===== config.mk =====
export PLATFORM = sky130hd
export DESIGN_NAME = stepper_bin_positioner_core
export DESIGN_NICKNAME = d
export VERILOG_FILES = /design/src/rtl/sbp_pkg.sv /design/src/rtl/sbp_cfg_regs.sv /design/src/rtl/sbp_step_core.sv /design/src/rtl/stepper_bin_positioner_core.sv
export VERILOG_INCLUDE_DIRS = /design/src /design/src/rtl
export SDC_FILE = /design/constraint.sdc
export NUM_CORES = 1
export LEC_CHECK = 0
export BUFFER_PORTS_ARGS = -buffer_cell sky130_fd_sc_hd__clkbuf_2
export CAP_MARGIN = 20
export CORE_ASPECT_RATIO = 1.2
export CORE_UTILIZATION = 47
export CTS_BUF_LIST = sky130_fd_sc_hd__clkbuf_2 sky130_fd_sc_hd__clkbuf_4 sky130_fd_sc_hd__clkbuf_8
export DETAILED_ROUTE_END_ITERATION = 16
export MAX_ROUTING_LAYER = met4
export PLACE_DENSITY = 0.73
export SLEW_MARGIN = 20
export SYNTH_ARGS = -nofsm -noshare
export SYNTH_HDL_FRONTEND = slang
export SYNTH_HIERARCHICAL = 1
export SYNTH_SLANG_ARGS = --single-unit

===== constraint.sdc =====
create_clock -name clk -period 4.5 [get_ports clk]
set_input_delay 0.9 -clock clk [delete_from_list [all_inputs] [get_ports clk]]
set_output_delay 0.9 -clock clk [all_outputs]
set_load 0.02 [all_outputs]

===== src/rtl/stepper_bin_positioner_core_macros.svh =====
// Assertion macros for the stepper bin positioner core.
// Used by the top level only; expects clk and rst_n in scope.
`ifndef STEPPER_BIN_POSITIONER_CORE_MACROS_SVH
`define STEPPER_BIN_POSITIONER_CORE_MACROS_SVH

// Check that the consequent holds in the same cycle as the antecedent.
`define SBP_ASSERT_SAME(label, ante, cons, msg) \
    label: assert property (@(posedge clk) disable iff (!rst_n) (ante) |-> (cons)) \
        else $error(msg);

// Check that the consequent holds in the cycle after the antecedent.
`define SBP_ASSERT_NEXT(label, ante, cons, msg) \
    label: assert property (@(posedge clk) disable iff (!rst_n) (ante) |=> (cons)) \
        else $error(msg);

`endif


===== src/rtl/sbp_pkg.sv =====
// Shared types, codes and coil table for the stepper bin positioner.
// No dependencies.
package sbp_pkg;

    localparam logic [1:0] FUNC_TICK = 2'd0;
    localparam logic [1:0] FUNC_MOVE = 2'd1;
    localparam logic [1:0] FUNC_HOME = 2'd2;

    localparam logic [1:0] MODE_IDLE = 2'd0;
    localparam logic [1:0] MODE_HOME = 2'd1;
    localparam logic [1:0] MODE_MOVE = 2'd2;

    localparam logic [1:0] REG_SLOW_DELAY  = 2'd0;
    localparam logic [1:0] REG_FAST_DELAY  = 2'd1;
    localparam logic [1:0] REG_ACCEL_STEP  = 2'd2;
    localparam logic [1:0] REG_QUARTER_STEPS = 2'd3;

    localparam logic [7:0] SLOW_DELAY_RST = 8'd20;
    localparam logic [7:0] FAST_DELAY_RST = 8'd12;
    localparam logic [6:0] ACCEL_STEP_RST = 7'd15;
    localparam logic [6:0] QUARTER_RST    = 7'd50;

    localparam int APB_AW = 4;
    localparam int APB_DW = 32;

    typedef struct packed {
        logic [1:0] func;
        logic [1:0] target_bin;
        logic       home_sensor;
    } in_t;

    typedef struct packed {
        logic [5:0] coil_pattern;
        logic [2:0] phase;
        logic [1:0] bin_position;
        logic       busy_res;
        logic       done_res;
        logic       rejected;
    } res_t;

    typedef struct packed {
        logic [7:0] slow_delay;
        logic [7:0] fast_delay;
        logic [6:0] accel_step;
        logic [6:0] quarter_turn_steps;
    } cfg_t;

    function automatic logic [5:0] coil_of(input logic [2:0] p);
        logic [5:0] c;
        case (p)
            3'd1:    c = 6'b110000;
            3'd2:    c = 6'b000110;
            3'd3:    c = 6'b101000;
            3'd4:    c = 6'b000101;
            default: c = 6'b000000;
        endcase
        return c;
    endfunction

    // Phase sequence 1..4 wrapping; stepping back from 0 or 1 lands on 4.
    function automatic logic [2:0] next_phase(input logic [2:0] p, input logic back);
        logic [2:0] q;
        q = (p > 3'd4) ? 3'd0 : p;
        if (back)
            return (q <= 3'd1) ? 3'd4 : q - 3'd1;
        else
            return (q >= 3'd4) ? 3'd1 : q + 3'd1;
    endfunction

endpackage


===== src/rtl/sbp_cfg_regs.sv =====
// APB configuration registers for the stepper bin positioner.
// Depends on sbp_pkg.
module sbp_cfg_regs
    import sbp_pkg::*;
(
    input  logic                  clk,
    input  logic                  rst_n,
    input  logic                  psel,
    input  logic                  penable,
    input  logic                  pwrite,
    input  logic [APB_AW-1:0]     paddr,
    input  logic [APB_DW-1:0]     pwdata,
    output logic [APB_DW-1:0]     prdata,
    output logic                  pready,
    output cfg_t                  cfg
);

    cfg_t       cfg_reg;
    logic       wr_en;
    logic [1:0] reg_idx;

    assign pready  = 1'b1;
    assign wr_en   = psel & penable & pwrite;
    assign reg_idx = paddr[3:2];
    assign cfg     = cfg_reg;

    always_ff @(posedge clk or negedge rst_n)
    begin
        if (!rst_n)
        begin
            cfg_reg.slow_delay         <= SLOW_DELAY_RST;
            cfg_reg.fast_delay         <= FAST_DELAY_RST;
            cfg_reg.accel_step         <= ACCEL_STEP_RST;
            cfg_reg.quarter_turn_steps <= QUARTER_RST;
        end
        else if (wr_en)
        begin
            case (reg_idx)
                REG_SLOW_DELAY:    cfg_reg.slow_delay         <= pwdata[7:0];
                REG_FAST_DELAY:    cfg_reg.fast_delay         <= pwdata[7:0];
                REG_ACCEL_STEP:    cfg_reg.accel_step         <= pwdata[6:0];
                REG_QUARTER_STEPS: cfg_reg.quarter_turn_steps <= pwdata[6:0];
                default:           ;
            endcase
        end
    end

    always_comb
    begin
        case (reg_idx)
            REG_SLOW_DELAY:    prdata = {24'd0, cfg_reg.slow_delay};
            REG_FAST_DELAY:    prdata = {24'd0, cfg_reg.fast_delay};
            REG_ACCEL_STEP:    prdata = {25'd0, cfg_reg.accel_step};
            REG_QUARTER_STEPS: prdata = {25'd0, cfg_reg.quarter_turn_steps};
            default:           prdata = '0;
        endcase
    end

endmodule


===== src/rtl/sbp_step_core.sv =====
// Motion state and per-request update logic: homing, moves, step timing.
// Depends on sbp_pkg.
module sbp_step_core
    import sbp_pkg::*;
(
    input  logic clk,
    input  logic rst_n,
    input  logic adv,
    input  in_t  req,
    input  cfg_t cfg,
    output res_t res
);

    logic [2:0] phase_reg,  phase_next;
    logic [1:0] bin_reg,    bin_next;
    logic [1:0] mode_reg,   mode_next;
    logic [7:0] total_reg,  total_next;
    logic [7:0] index_reg,  index_next;
    logic [7:0] tick_reg,   tick_next;
    logic       fast_reg,   fast_next;
    logic       rev_reg,    rev_next;
    logic       latch_reg,  latch_next;

    logic       busy;
    logic       done;
    logic       rej;
    logic [1:0] diff;
    logic       rev_new;
    logic [7:0] total_new;
    logic [7:0] delay_raw;
    logic [7:0] delay;
    logic [7:0] tick_inc;
    logic       latch_now;
    logic [2:0] phase_out;

    assign busy = (mode_reg != MODE_IDLE);

    always_comb
    begin
        phase_next = phase_reg;
        bin_next   = bin_reg;
        mode_next  = mode_reg;
        total_next = total_reg;
        index_next = index_reg;
        tick_next  = tick_reg;
        fast_next  = fast_reg;
        rev_next   = rev_reg;
        latch_next = latch_reg;
        done       = 1'b0;
        rej        = 1'b0;

        diff      = req.target_bin - bin_reg;
        rev_new   = (diff == 2'd3);
        total_new = (diff == 2'd2) ? {cfg.quarter_turn_steps, 1'b0}
                                   : {1'b0, cfg.quarter_turn_steps};

        if (mode_reg == MODE_HOME)
            delay_raw = cfg.slow_delay;
        else
            delay_raw = fast_reg ? cfg.fast_delay : cfg.slow_delay;
        delay     = (delay_raw == 8'd0) ? 8'd1 : delay_raw;
        tick_inc  = (tick_reg == 8'hFF) ? 8'hFF : tick_reg + 8'd1;
        latch_now = latch_reg | req.home_sensor;

        if (req.func == FUNC_MOVE || req.func == FUNC_HOME)
        begin
            if (busy)
                rej = 1'b1;
            else if (req.func == FUNC_HOME)
            begin
                mode_next  = MODE_HOME;
                latch_next = 1'b0;
                phase_next = 3'd1;
                tick_next  = 8'd0;
            end
            else
            begin
                bin_next = req.target_bin;
                if (diff == 2'd0)
                    done = 1'b1;
                else
                begin
                    rev_next   = rev_new;
                    total_next = total_new;
                    if (total_new == 8'd0)
                        done = 1'b1;
                    else
                    begin
                        mode_next  = MODE_MOVE;
                        fast_next  = 1'b0;
                        phase_next = next_phase(phase_reg, rev_new);
                        index_next = 8'd1;
                        tick_next  = 8'd0;
                    end
                end
            end
        end
        else if (req.func == FUNC_TICK && busy)
        begin
            if (mode_reg == MODE_HOME)
                latch_next = latch_now;
            tick_next = tick_inc;
            if (tick_inc >= delay)
            begin
                tick_next = 8'd0;
                if (mode_reg == MODE_HOME)
                begin
                    if (latch_now)
                    begin
                        mode_next = MODE_IDLE;
                        bin_next  = 2'd0;
                        done      = 1'b1;
                    end
                    else
                        phase_next = next_phase(phase_reg, 1'b0);
                end
                else
                begin
                    if (index_reg > {1'b0, cfg.accel_step})
                        fast_next = 1'b1;
                    if (index_reg >= total_reg)
                    begin
                        mode_next = MODE_IDLE;
                        done      = 1'b1;
                    end
                    else
                    begin
                        phase_next = next_phase(phase_reg, rev_reg);
                        index_next = index_reg + 8'd1;
                    end
                end
            end
        end

        phase_out        = (phase_next <= 3'd4) ? phase_next : 3'd0;
        res.coil_pattern = coil_of(phase_out);
        res.phase        = phase_out;
        res.bin_position = bin_next;
        res.busy_res     = (mode_next != MODE_IDLE);
        res.done_res     = done;
        res.rejected     = rej;
    end

    always_ff @(posedge clk or negedge rst_n)
    begin
        if (!rst_n)
        begin
            phase_reg <= 3'd0;
            bin_reg   <= 2'd0;
            mode_reg  <= MODE_IDLE;
            total_reg <= 8'd0;
            index_reg <= 8'd0;
            tick_reg  <= 8'd0;
            fast_reg  <= 1'b0;
            rev_reg   <= 1'b0;
            latch_reg <= 1'b0;
        end
        else if (adv)
        begin
            phase_reg <= phase_next;
            bin_reg   <= bin_next;
            mode_reg  <= mode_next;
            total_reg <= total_next;
            index_reg <= index_next;
            tick_reg  <= tick_next;
            fast_reg  <= fast_next;
            rev_reg   <= rev_next;
            latch_reg <= latch_next;
        end
    end

endmodule


===== src/rtl/stepper_bin_positioner_core.sv =====
// Stepper bin positioner: a request accepted into the input register moves into
// the result register when the result side can take it; out_valid then shows it.
// Throughput one request per cycle while the result side keeps up; out_stall
// holds the result register and reaches in_stall in the same cycle.
// Input register feeds the step core; its update lands in the result register.
// Reset: rst_n asynchronous low; state and valid registers go to defaults, idle, phase 0.
`include "stepper_bin_positioner_core_macros.svh"
module stepper_bin_positioner_core
    import sbp_pkg::*;
(
    input  logic              clk,
    input  logic              rst_n,
    // request channel
    input  logic              in_valid,
    output logic              in_stall,
    input  in_t               in_req,
    // result channel
    output logic              out_valid,
    input  logic              out_stall,
    output res_t              out_res,
    // configuration port
    input  logic              psel,
    input  logic              penable,
    input  logic              pwrite,
    input  logic [APB_AW-1:0] paddr,
    input  logic [APB_DW-1:0] pwdata,
    output logic [APB_DW-1:0] prdata,
    output logic              pready
);

    cfg_t cfg;
    in_t  s1_req_reg;
    logic s1_valid_reg;
    logic s1_adv;
    logic in_take;
    res_t res_next;
    res_t res_reg;
    logic out_valid_reg;

    sbp_cfg_regs u_cfg (
        .clk     (clk),
        .rst_n   (rst_n),
        .psel    (psel),
        .penable (penable),
        .pwrite  (pwrite),
        .paddr   (paddr),
        .pwdata  (pwdata),
        .prdata  (prdata),
        .pready  (pready),
        .cfg     (cfg)
    );

    // Advance the held request into the core whenever the result register
    // is empty or is being drained this cycle.
    assign s1_adv   = s1_valid_reg & (~out_valid_reg | ~out_stall);
    // Stall new requests only while a held request cannot move on.
    assign in_stall = s1_valid_reg & ~s1_adv;
    assign in_take  = in_valid & ~in_stall;

    always_ff @(posedge clk or negedge rst_n)
    begin
        if (!rst_n)
            s1_valid_reg <= 1'b0;
        else if (in_take)
            s1_valid_reg <= 1'b1;
        else if (s1_adv)
            s1_valid_reg <= 1'b0;
    end

    always_ff @(posedge clk)
    begin
        if (in_take)
            s1_req_reg <= in_req;
    end

    sbp_step_core u_core (
        .clk   (clk),
        .rst_n (rst_n),
        .adv   (s1_adv),
        .req   (s1_req_reg),
        .cfg   (cfg),
        .res   (res_next)
    );

    // Result register: load on advance, drop once taken.
    always_ff @(posedge clk or negedge rst_n)
    begin
        if (!rst_n)
            out_valid_reg <= 1'b0;
        else if (s1_adv)
            out_valid_reg <= 1'b1;
        else if (~out_stall)
            out_valid_reg <= 1'b0;
    end

    always_ff @(posedge clk)
    begin
        if (s1_adv)
            res_reg <= res_next;
    end

    assign out_valid = out_valid_reg;
    assign out_res   = res_reg;

    `SBP_ASSERT_SAME(a_stall_needs_held, in_stall, s1_valid_reg, "stall without held request")
    `SBP_ASSERT_NEXT(a_adv_fills_out, s1_adv, out_valid_reg, "advance did not fill result")
    `SBP_ASSERT_SAME(a_done_not_rej, out_valid_reg, !(res_reg.done_res && res_reg.rejected), "done and rejected together")

endmodule


==> run_results.csv <==
group,metric,value,unit
timing,remaining_max_slew_budget_at_the_tightest_pin,31.9,%
yosys,synthCells,497,
setup_path,critPathRequiredTime,4.70,ns
power_and_ir_drop,ir_worst_vdd,277,µV
routing,drt_pre_antenna_iters,6,
setup_path,timing.critical_path.depth,14,
status,status,"complete, no violations",
clock_tree,cts.reportedPaths.clkPinSlew,0.09,ns
floorplanning,floorplan.die_area,11600,µm²
yosys,yosys-mux-area-fraction,14.1,%
routing,viasPerCell,5.66,
clock_tree,ctsRootBufferMaster,"sky130_fd_sc_hd__clkbuf_8",
timing,finalCritPeriodShare,89.2,%
global_routing,grt_first_pass_wirelength,17800,µm
cells_and_area,final-instance-count-excl-fill,673,
timing,finalHoldViolCount,0,
yosys,synth-async-reset-ratio,77.6,%
yosys,synth_enable_flop_cells,19,
cells_and_area,fill_cells,941,
setup_path,setup.worst_path.end_class,"flip-flop",
min_path,hold_path_depth,2,
setup_path,rr_worst_depth,14,
floorplanning,die_h,118,µm
setup_path,crit_path_max_incr_delay,0.45,ns
setup_path,cp.buffers_inverters,1,
floorplanning,horizontal_extent_of_the_die,98.5,µm
global_routing,antenna_found_initial,0,
yosys,synthMostInstantiatedCell,"sky130_fd_sc_hd__dfrtp_1",
setup_path,reg2reg_start,"u_core/mode_reg[1]",
global_routing,number_of_global_route_vias_before_repair,3807,
yosys,synth_top_area_cell,"sky130_fd_sc_hd__dfrtp_1",
min_path,path_type_of_the_worst_min_delay_path,"reg -> reg",
cells_and_area,final_layout_size_suffix_gt1_share,23.9,%
yosys,arithmetic_cell_share_of_the_synthesized_area_counting_full_adders_half_adders_and_majority_gates,7.62,%
global_routing,maximum_number_of_pins_on_one_net_before_global_route_repair,43,
timing,tightest_slew,1.01,ns
cells_and_area,finish.net_count,619,
setup_path,critical-path-top-delay-family,"simple AND/OR/NAND/NOR gates",
clock_tree,cts_max_path_buffers,2,
clock_tree,cts_tree,"built",
yosys,synth_top_family_by_area,"multiplexers",
setup_path,critPathArrivalTime,4.21,ns
timing,finalCriticalPeriod,4.02,ns
yosys,ys_types,59,
routing,drt_drc_violations_left,0,
power_and_ir_drop,fin_total_pwr,3.10,mW
routing,antenna_violating_nets_post_route,0,
timing,setup_tns,0,ns
placed_design,routability_cong,0.913,
yosys,synthTopCellsByArea,"sky130_fd_sc_hd__dfrtp_1 26%, sky130_fd_sc_hd__edfxtp_1 11%, sky130_fd_sc_hd__ha_1 7.6%",
yosys,avgSynthCellArea,10.6,µm²
setup_path,crit_chain,"inv_1 -> nand2_1 -> nand2_1 -> mux2i_1 -> nand4_1 -> o21ai_0 -> ha_1 -> nand2b_1 -> a31oi_1 -> o21ai_0 -> and2_1 -> a32o_1 -> or3_1 -> nor3_1",
clock_tree,worstSkewPairLatency,0.36,ns
placed_design,place_inst,657,
routing,sum_of_routed_wire_length_over_all_layers,10700,µm
cells_and_area,n_antenna_cell,0,
cells_and_area,syn2layout_area_growth,8.22,%
cells_and_area,max_reg_flops,30,
setup_path,setup.worst_path.class,"reg -> reg",
floorplanning,initial_core_util,49.2,%
timing,rsz_0062_raised_after_global_routing,"false",
global_routing,grt_util_all_layers,20.0,%
timing,maxSlewViolCount,0,
global_routing,grt.overflow.total,0,
clock_tree,cts-hold-fix-buffers,0,
timing,report.final.setup_viol,0,
setup_path,reg2reg_slack,0.48,ns
floorplanning,core-area,10700,µm²
floorplanning,number_of_ports_placed_on_the_die_boundary,97,
setup_path,critical-path-slowest-cell,"sky130_fd_sc_hd__dfrtp_1",
routing,routed_wire_length_per_instance,15.9,µm
setup_path,crit_start,"u_core/mode_reg[1]",
yosys,synth_ff_type,"sky130_fd_sc_hd__dfrtp_1",
yosys,synth-compound-area-share,12.0,%
setup_path,start_kind,"flip-flop",
yosys,synth_common_cells,"55 x sky130_fd_sc_hd__dfrtp_1, 39 x sky130_fd_sc_hd__nand2_1, 34 x sky130_fd_sc_hd__mux2_2",
placed_design,port_buffers,45,
clock_tree,post_cts_resized,0,
placed_design,dp.final_hpwl,8040,µm
timing,max_clock_freq,0.249,GHz
routing,vias,3809,
cells_and_area,final_core_util,53.3,%
yosys,yosysSeqAreaShare,42.6,%
yosys,post_synth_xor_area_fraction,1.95,%
clock_tree,clock_sink_count,85,
yosys,syn_area,5250,µm²
routing,violation_count_after_the_first_detailed_route_iteration,152,
power_and_ir_drop,powerDensity,545,nW/µm²
timing,final_setup_skew,0.0112,ns
yosys,number_of_warnings_printed_during_yosys_synthesis,6,
clock_tree,cts_inserted_buffers,9,
yosys,yosys.area_share.simple,13.9,%
yosys,postSynthRegisterBits,85,
floorplanning,placementRows,41,
clock_tree,postCtsSetupRepairBufs,0,
flow_run,cap_violations,0,
setup_path,path_max_fanout,8,
yosys,synth.top_cell.area_share,26.2,%
power_and_ir_drop,power.leakage,2.69,nW
min_path,hold_path_startpoint,"u_core/total_reg[2]",
clock_tree,cts_htree_levels,3,
per-layer routing:
metal	part of all wire, %	GRT usage [%]
met5	0	-
met4	2.0	8.49
met3	3.4	3.33
met2	51	34.3
met1	43	23.2
cells in the final DEF (no fill, tap or decap), drive strengths merged, types with 7 or more instances in the layout:
master / instances
clkbuf: 54
mux2: 34
dfstp: 11
and3: 8
o21ai: 26
a21oi: 16
dfrtp: 55
a22o: 10
nand3: 8
conb: 25
ha: 32
mux4: 7
nor2: 24
and2: 7
edfxtp: 19
xnor2: 9
nor3: 16
nand4: 9
nand2: 39
mux2i: 20
inv: 36
nand2b: 8
report_power, final:
group          total [mW]  internal, mW  switching (mW)  leakage, nW
logic                1.35         0.566           0.785         1.59
registers            1.19          1.02           0.171        0.996
clock network       0.554         0.267           0.286        0.105
total                3.10          1.86            1.24         2.69
logic make-up (layout without fill, tap and decap cells):
group                      after synthesis  after routing
other                                    2             25
and+or+nand+nor                        139            139
buffers and inverters                   75             99
adders and majority gates               32             32
muxes                                   61             61
DFF                                     85             85
xor gates and xnor gates                10             10
AOI/OAI and AO/OA                       93             93
worst reg2reg max path, stage by stage (launching register included):
cell	delay, ns
sky130_fd_sc_hd__dfrtp_1	0.45
sky130_fd_sc_hd__inv_1	0.11
sky130_fd_sc_hd__nand2_1	0.12
sky130_fd_sc_hd__nand2_1	0.43
sky130_fd_sc_hd__mux2i_1	0.40
sky130_fd_sc_hd__nand4_1	0.14
sky130_fd_sc_hd__o21ai_0	0.22
sky130_fd_sc_hd__ha_1	0.27
sky130_fd_sc_hd__nand2b_1	0.15
sky130_fd_sc_hd__a31oi_1	0.15
sky130_fd_sc_hd__o21ai_0	0.25
sky130_fd_sc_hd__and2_1	0.29
sky130_fd_sc_hd__a32o_1	0.25
sky130_fd_sc_hd__or3_1	0.44
sky130_fd_sc_hd__nor3_1	0.20
area by class of cell:
| cell class | instances | area (µm²) | share of cell area [%] |
|---|---|---|---|
| multi-input cells | 360 | 2700 | 47.6 |
| flip-flops and latches | 85 | 2240 | 39.3 |
| clock inverters | 6 | 68.8 | 1.21 |
| well taps | 129 | 161 | 2.84 |
| clock buffers | 10 | 131 | 2.31 |
| inverters | 34 | 128 | 2.25 |
| repair buffers | 49 | 255 | 4.49 |
per-stage QoR:
step | cell area [µm²] | hold WS (ns) | setup WS [ns]
floorplan | 5340 | 0.449 | 0.771
global placement | 5480 | 0.468 | 0.651
detailed placement | 5480 | 0.471 | 0.578
CTS | 5680 | 0.493 | 0.558
global route | 5680 | 0.528 | 0.225
finish | 5680 | 0.489 | 0.484
worst paths after layout:
path,endpoint
setup reg to reg,out_res[8]
min in group asynchronous,u_core/total_reg[5]
hold / removal,u_core/total_reg[2]
setup / recovery,out_res[8]
max in group asynchronous,u_cfg/cfg[17]
hold reg to reg,u_core/total_reg[2]
Note: power is estimated with default switching activity, not from simulation.
